## src/sqg_pkg.sv

```systemverilog
// ----------------------------------------------------------------------------
// sqg_pkg: shared types and constants for the single-qubit gate engine
// Payload structs, op and status codes, sequencer states.
// ----------------------------------------------------------------------------
package sqg_pkg;

    localparam int MAX_QUBITS_DEF = 10;
    localparam int AMP_WIDTH_DEF  = 16;
    localparam int GATE_FRAC      = 14;
    localparam int QC_W           = 4;

    typedef enum logic [1:0] {
        OP_WRITE = 2'd0,
        OP_READ  = 2'd1,
        OP_APPLY = 2'd2,
        OP_KET0  = 2'd3
    } t_op;

    typedef enum logic [1:0] {
        ST_OK      = 2'd0,
        ST_BAD_TGT = 2'd1,
        ST_BAD_IDX = 2'd2
    } t_status;

    typedef struct packed {
        logic [1:0]         op;
        logic [9:0]         amp_index;
        logic signed [15:0] amp_real;
        logic signed [15:0] amp_imag;
        logic [3:0]         target_qubit;
        logic [31:0]        gate_00;
        logic [31:0]        gate_01;
        logic [31:0]        gate_10;
        logic [31:0]        gate_11;
    } t_in_item;

    typedef struct packed {
        logic signed [15:0] out_real;
        logic signed [15:0] out_imag;
        logic [1:0]         status;
    } t_out_item;

    // Classified command handed from front to back
    typedef struct packed {
        logic [1:0]  op;
        logic [1:0]  status;
        logic [9:0]  amp_index;
        logic [15:0] amp_real;
        logic [15:0] amp_imag;
        logic [3:0]  target_qubit;
        logic [QC_W-1:0] nq;
        logic [127:0] gate;
    } t_cmd;

    typedef enum logic [3:0] {
        S_IDLE,
        S_CLEAR,
        S_WRITE,
        S_RD_ADDR,
        S_RD_WAIT,
        S_AP_RD,
        S_AP_WAIT,
        S_AP_CALC,
        S_AP_SUM,
        S_AP_WR,
        S_RESULT
    } t_state;

endpackage

```

## src/sqg_front.sv

```systemverilog
// ----------------------------------------------------------------------------
// sqg_front: command intake and classification
// Checks target and index against the qubit count and queues the command.
// ----------------------------------------------------------------------------
module sqg_front #(
    parameter int MAX_QUBITS = sqg_pkg::MAX_QUBITS_DEF
) (
    input  logic                  i_clk,
    input  logic                  i_rst_n,
    input  logic                  i_valid,
    output logic                  o_stall,
    input  sqg_pkg::t_in_item     i_item,
    input  logic [sqg_pkg::QC_W-1:0] i_qubit_count,
    output logic                  o_cmd_valid,
    input  logic                  i_cmd_pop,
    output sqg_pkg::t_cmd         o_cmd
);
    localparam int QD = 2;

    sqg_pkg::t_cmd r_q [QD];
    logic [1:0]    r_cnt, n_cnt;
    logic          r_wp, r_rp;
    sqg_pkg::t_cmd w_cmd;
    logic [sqg_pkg::QC_W-1:0] w_nq;
    logic          w_push;

    assign o_stall = (r_cnt == 2'(QD));
    assign w_push  = i_valid && !o_stall;
    assign w_nq    = (int'(i_qubit_count) > MAX_QUBITS) ?
                     sqg_pkg::QC_W'(MAX_QUBITS) : i_qubit_count;

    always_comb begin
        w_cmd              = '0;
        w_cmd.op           = i_item.op;
        w_cmd.amp_index    = i_item.amp_index;
        w_cmd.amp_real     = i_item.amp_real;
        w_cmd.amp_imag     = i_item.amp_imag;
        w_cmd.target_qubit = i_item.target_qubit;
        w_cmd.nq           = w_nq;
        w_cmd.gate         = {i_item.gate_00, i_item.gate_01,
                              i_item.gate_10, i_item.gate_11};
        w_cmd.status       = sqg_pkg::ST_OK;
        unique case (sqg_pkg::t_op'(i_item.op))
            sqg_pkg::OP_WRITE, sqg_pkg::OP_READ: begin
                // any index bit at or above the qubit count is out of range
                if ((i_item.amp_index >> w_nq) != 10'd0) w_cmd.status = sqg_pkg::ST_BAD_IDX;
            end
            sqg_pkg::OP_APPLY: begin
                if (i_item.target_qubit >= w_nq) w_cmd.status = sqg_pkg::ST_BAD_TGT;
            end
            sqg_pkg::OP_KET0: ;
        endcase
    end

    always_comb begin
        n_cnt = r_cnt;
        if (w_push && !i_cmd_pop) n_cnt = r_cnt + 2'd1;
        else if (!w_push && i_cmd_pop) n_cnt = r_cnt - 2'd1;
    end

    always_ff @(posedge i_clk) begin
        if (!i_rst_n) begin
            r_cnt <= '0;
            r_wp  <= 1'b0;
            r_rp  <= 1'b0;
        end else begin
            r_cnt <= n_cnt;
            if (w_push) r_wp <= ~r_wp;
            if (i_cmd_pop) r_rp <= ~r_rp;
        end
    end

    always_ff @(posedge i_clk) begin
        if (w_push) r_q[r_wp] <= w_cmd;
    end

    assign o_cmd_valid = (r_cnt != 2'd0);
    assign o_cmd       = r_q[r_rp];
endmodule

```

## config.mk

```make
export PLATFORM = sky130hd
export DESIGN_NAME = sqg_front
export DESIGN_NICKNAME = d
export VERILOG_FILES = /design/src/sqg_pkg.sv /design/src/sqg_front.sv
export SDC_FILE = /design/constraint.sdc
export NUM_CORES = 1
export LEC_CHECK = 0
export ABC_AREA = 1
export BUFFER_PORTS_ARGS = -buffer_cell sky130_fd_sc_hd__clkbuf_2
export CORE_ASPECT_RATIO = 0.75
export CORE_MARGIN = 10
export CORE_UTILIZATION = 50
export CTS_CLUSTER_DIAMETER = 200
export CTS_CLUSTER_SIZE = 16
export DETAILED_ROUTE_END_ITERATION = 6
export PLACE_DENSITY = 0.77
export SYNTH_ARGS = -nofsm -noshare
export SYNTH_HDL_FRONTEND = slang
export SYNTH_SLANG_ARGS = --single-unit
```

## constraint.sdc

```tcl
create_clock -name i_clk -period 11.2 [get_ports i_clk]
set_input_delay 1.12 -clock i_clk [delete_from_list [all_inputs] [get_ports i_clk]]
set_output_delay 1.12 -clock i_clk [all_outputs]
set_load 0.02 [all_outputs]
```

==> impl_summary.log <==
[metrics] outcome: finished, final reports clean
[metrics] area share of the largest cell type after synthesis: 80.5%
[metrics] number of synthesized register bits: around 370
[metrics] Die Area: 34,200 sq um
[metrics] CTS tree: done
[metrics] number of detailed-routing iterations run before antenna repair: 5
[metrics] Post-Syn Instances: 646
[metrics] routed via count: 7,196
[metrics] power consumption: 0.00299 W
[metrics] initial detailed-routing violation count: about 430
[metrics] clock sink total: 369
[metrics] master cell of the clock root buffer: sky130_fd_sc_hd__clkbuf_16
[metrics] CTS buffer count: 27
[metrics] net load switching power: 0.000736 W
[metrics] routability-driven placement congestion ratio: 0.766
[metrics] worst clock skew on the final layout: around 15 ps
[metrics] most frequent standard cell in the layout excluding fill and tap cells: sky130_fd_sc_hd__clkbuf_2
[metrics] part of the total power dissipated in the clock network: 29.7%
[metrics] setup repair after global routing missed its margin: no
[metrics] biggest area consumer among synthesized cells: sky130_fd_sc_hd__edfxtp_1
[metrics] count of unresolved DRC violations after routing: 0
[metrics] shortest clock period the worst path allows after layout: 4010 ps
[metrics] number of violations of the max-capacitance limit: 0
[metrics] fraction of the mapped netlist area in compound gates: 0.636%
[metrics] Worst-path clk slew: 70 ps
[metrics] detailed-route wire length: 30,800 microns
[metrics] total routed wire length on the met1 layer: between 10,000 and 15,000 microns
[metrics] Pins Over Slew Limit: 0
[metrics] total core area: 26,900 sq um
[metrics] first-pass GRT wire length: 45,300 microns
[metrics] transition time at the pin with the least slew margin: 1050 ps
[metrics] clock latency on the worst-skew pair: 540 ps
[metrics] register share of total power: 56.0%
[metrics] maximum root-to-sink buffer count: 3
[metrics] Cell Area, Synth: 13,600 sq um
[metrics] effective utilization at floorplan: 50.5%
[metrics] YS warnings: 0
[metrics] count of H-tree levels built during CTS: 1
[metrics] area share of and/or/nand/nor cells after synthesis: 1.11%
[metrics] I/O Pins: 368
[metrics] cell area power density: 181 nW/um^2
[metrics] dominant cells by area after synthesis: sky130_fd_sc_hd__edfxtp_1 80%, sky130_fd_sc_hd__mux2_2 15%, sky130_fd_sc_hd__buf_4 1.0%
[metrics] crit path launch type: register
[metrics] proportion of synthesized chip area in sequential cells: around 81%
[metrics] Post-Route Hold Slack: 502 ps
[metrics] post-cts gate resize count: 0
[metrics] Layout Area Growth over Synthesis: 21.9%
[metrics] number of nets in the layout: 1,217
[metrics] leakage power summed over all cells: 6.27 nW
[metrics] final count of negative-setup-slack endpoints: 0
[metrics] CP Data Required Time: 10,080 ps
[metrics] HPWL after DPL: approximately 22,000 microns
[metrics] # port buffers: 367
[metrics] total grt overflow: 0
[metrics] number of setup buffers added after CTS: 0
[metrics] met2 routed wirelength: 14,600 microns
[metrics] Internal: around 0.0023 W
[metrics] most frequent cells in the layout: 367 x sky130_fd_sc_hd__clkbuf_2, 364 x sky130_fd_sc_hd__edfxtp_1, 182 x sky130_fd_sc_hd__mux2_2, 27 x sky130_fd_sc_hd__clkbuf_16, 21 x sky130_fd_sc_hd__clkbuf_1
[metrics] die boundary height: 163 microns
[metrics] routed wire length per instance: 22.0 microns
[metrics] switching portion of total power: between 20% and 30%
[metrics] final total negative setup slack: 0 ps
[metrics] endpoint type of the worst setup path: primary output
[metrics] Vias per Instance: 5.14
[metrics] area share of fa/ha/maj cells after synthesis: less than 1%
[metrics] worst hold-check path type: register to register
[metrics] number of global-route vias before repair: ~7,600
[metrics] highest metal layer used by the detailed router: met4
[metrics] worst slew margin relative to its limit: 30.0%
[metrics] kind of critical path: register to primary output
[metrics] std cell rows: between 50 and 60
[metrics] number of routed nets with antenna violations: 0
[metrics] Mean Syn Cell Area: 21.0 sq um
[metrics] maximum number of pins on one net before global-route repair: 77
[metrics] total instance count after detailed placement: about 1,400
[metrics] die width: 210 microns
[metrics] Total Routing Usage GR: between 15 and 20%
[metrics] initial antenna violation count: 0
[metrics] part of the power in combinational logic: 14.3%
[metrics] Final Hold Vio Count: 0
[metrics] multiplexer area fraction after synthesis: between 10% and 20%
[metrics] final core area utilization: between 60% and 70%
[metrics] count of distinct cell types in the synthesized netlist: 16
[metrics] routed wire length on met3: 3040 microns
[metrics] fraction of final layout cells sized beyond drive strength 1: between 50 and 60%
[metrics] Layout Cells excl Fill: between 1,000 and 1,500
[metrics] main combinational cell family by area after synthesis: multiplexers
[metrics] Synth Area in XOR/XNOR: 0%
[metrics] Data arrival, critical path: 2890 ps
[metrics] maximum fanout count along the critical path: 70
[metrics] peak supply drop: roughly 0.16 mV
[metrics] Max Fclk: 250 MHz
[metrics] hold-fix buffers at CTS: 0
[metrics] final clock period utilization by the worst path: 35.8%
[metrics] nets in the synthesized netlist: 834
==> through the flow <==
stage,setup WS [ps],cell area [sq um]
floorplan,1640,13600
global placement,7350,15800
detailed placement,7380,15800
CTS,7110,16600
global route,7020,16600
finish,7190,16600
==> kinds of logic after synthesis <==
group / after synthesis
AO/OA/AOI/OAI: 16
adder cells (fa/ha/maj): 4
buffers and inverters: 38
flip-flops: 369
multiplexers: 182
AND/OR/NAND/NOR: 37
==> per-layer routing <==
layer	up-vias	GRT usage [%]
met1	3567	21.8
met2	303	27.8
met5	-	0
met3	34	6.44
li1	3292	-
met4	0	3.29
==> sequential cells by signal, summed over array words and instances, names as in the netlist, named ones only <==
register and flops:
r_rp 1, r_q 364, r_cnt 2, r_wp 1
==> final timing paths <==
path,startpoint,to,slack (ps),cells after the start
worst max register to register,r_cnt[1],r_q[0][38],8210,5
worst min register to register,r_rp,r_rp,500,2
worst min-delay path,r_rp,r_rp,500,2
worst max-delay path,register,o_cmd[133],7190,3
==> area by class of cell <==
| cell class | count | area [sq um] |
|---|---|---|
| antenna | 1 | 2.50 |
| multi-input combinational | 239 | 2350 |
| timing repair buffer | 375 | 1900 |
| fill | 1945 | 10300 |
| clock inverter | 1 | 16.3 |
| clock buffer | 48 | 754 |
| sequential | 369 | 11000 |
| tap | 351 | 439 |
| inverter | 17 | 63.8 |
==> power by group through the flow <==
stage	registers [W]	logic, W	clock network [W]
finish	0.00168	0.000428	0.000888
global route	0.00169	0.000458	0.000965
detailed placement	0.00171	0.000434	0
floorplan	0.00173	0.000267	0
global placement	0.00170	0.000428	0
CTS	0.00168	0.000436	0.000912
==> synth_stat cells, drive strengths merged <==
cell and n:
edfxtp 364, mux2 182, buf 20, inv 17, nand2 17, nor2 15, a21oi 8, o21ai 7
dfxtp 5, nand3 5, ha 4, clkbuf 1, o21bai 1
==> worst max-delay path: stages (launching register included) <==
cell and delay [ps]:
sky130_fd_sc_hd__dfxtp_4 850, sky130_fd_sc_hd__buf_4 840, sky130_fd_sc_hd__mux2_2 420, sky130_fd_sc_hd__clkbuf_2 170
(Power assumes the default switching activity.)
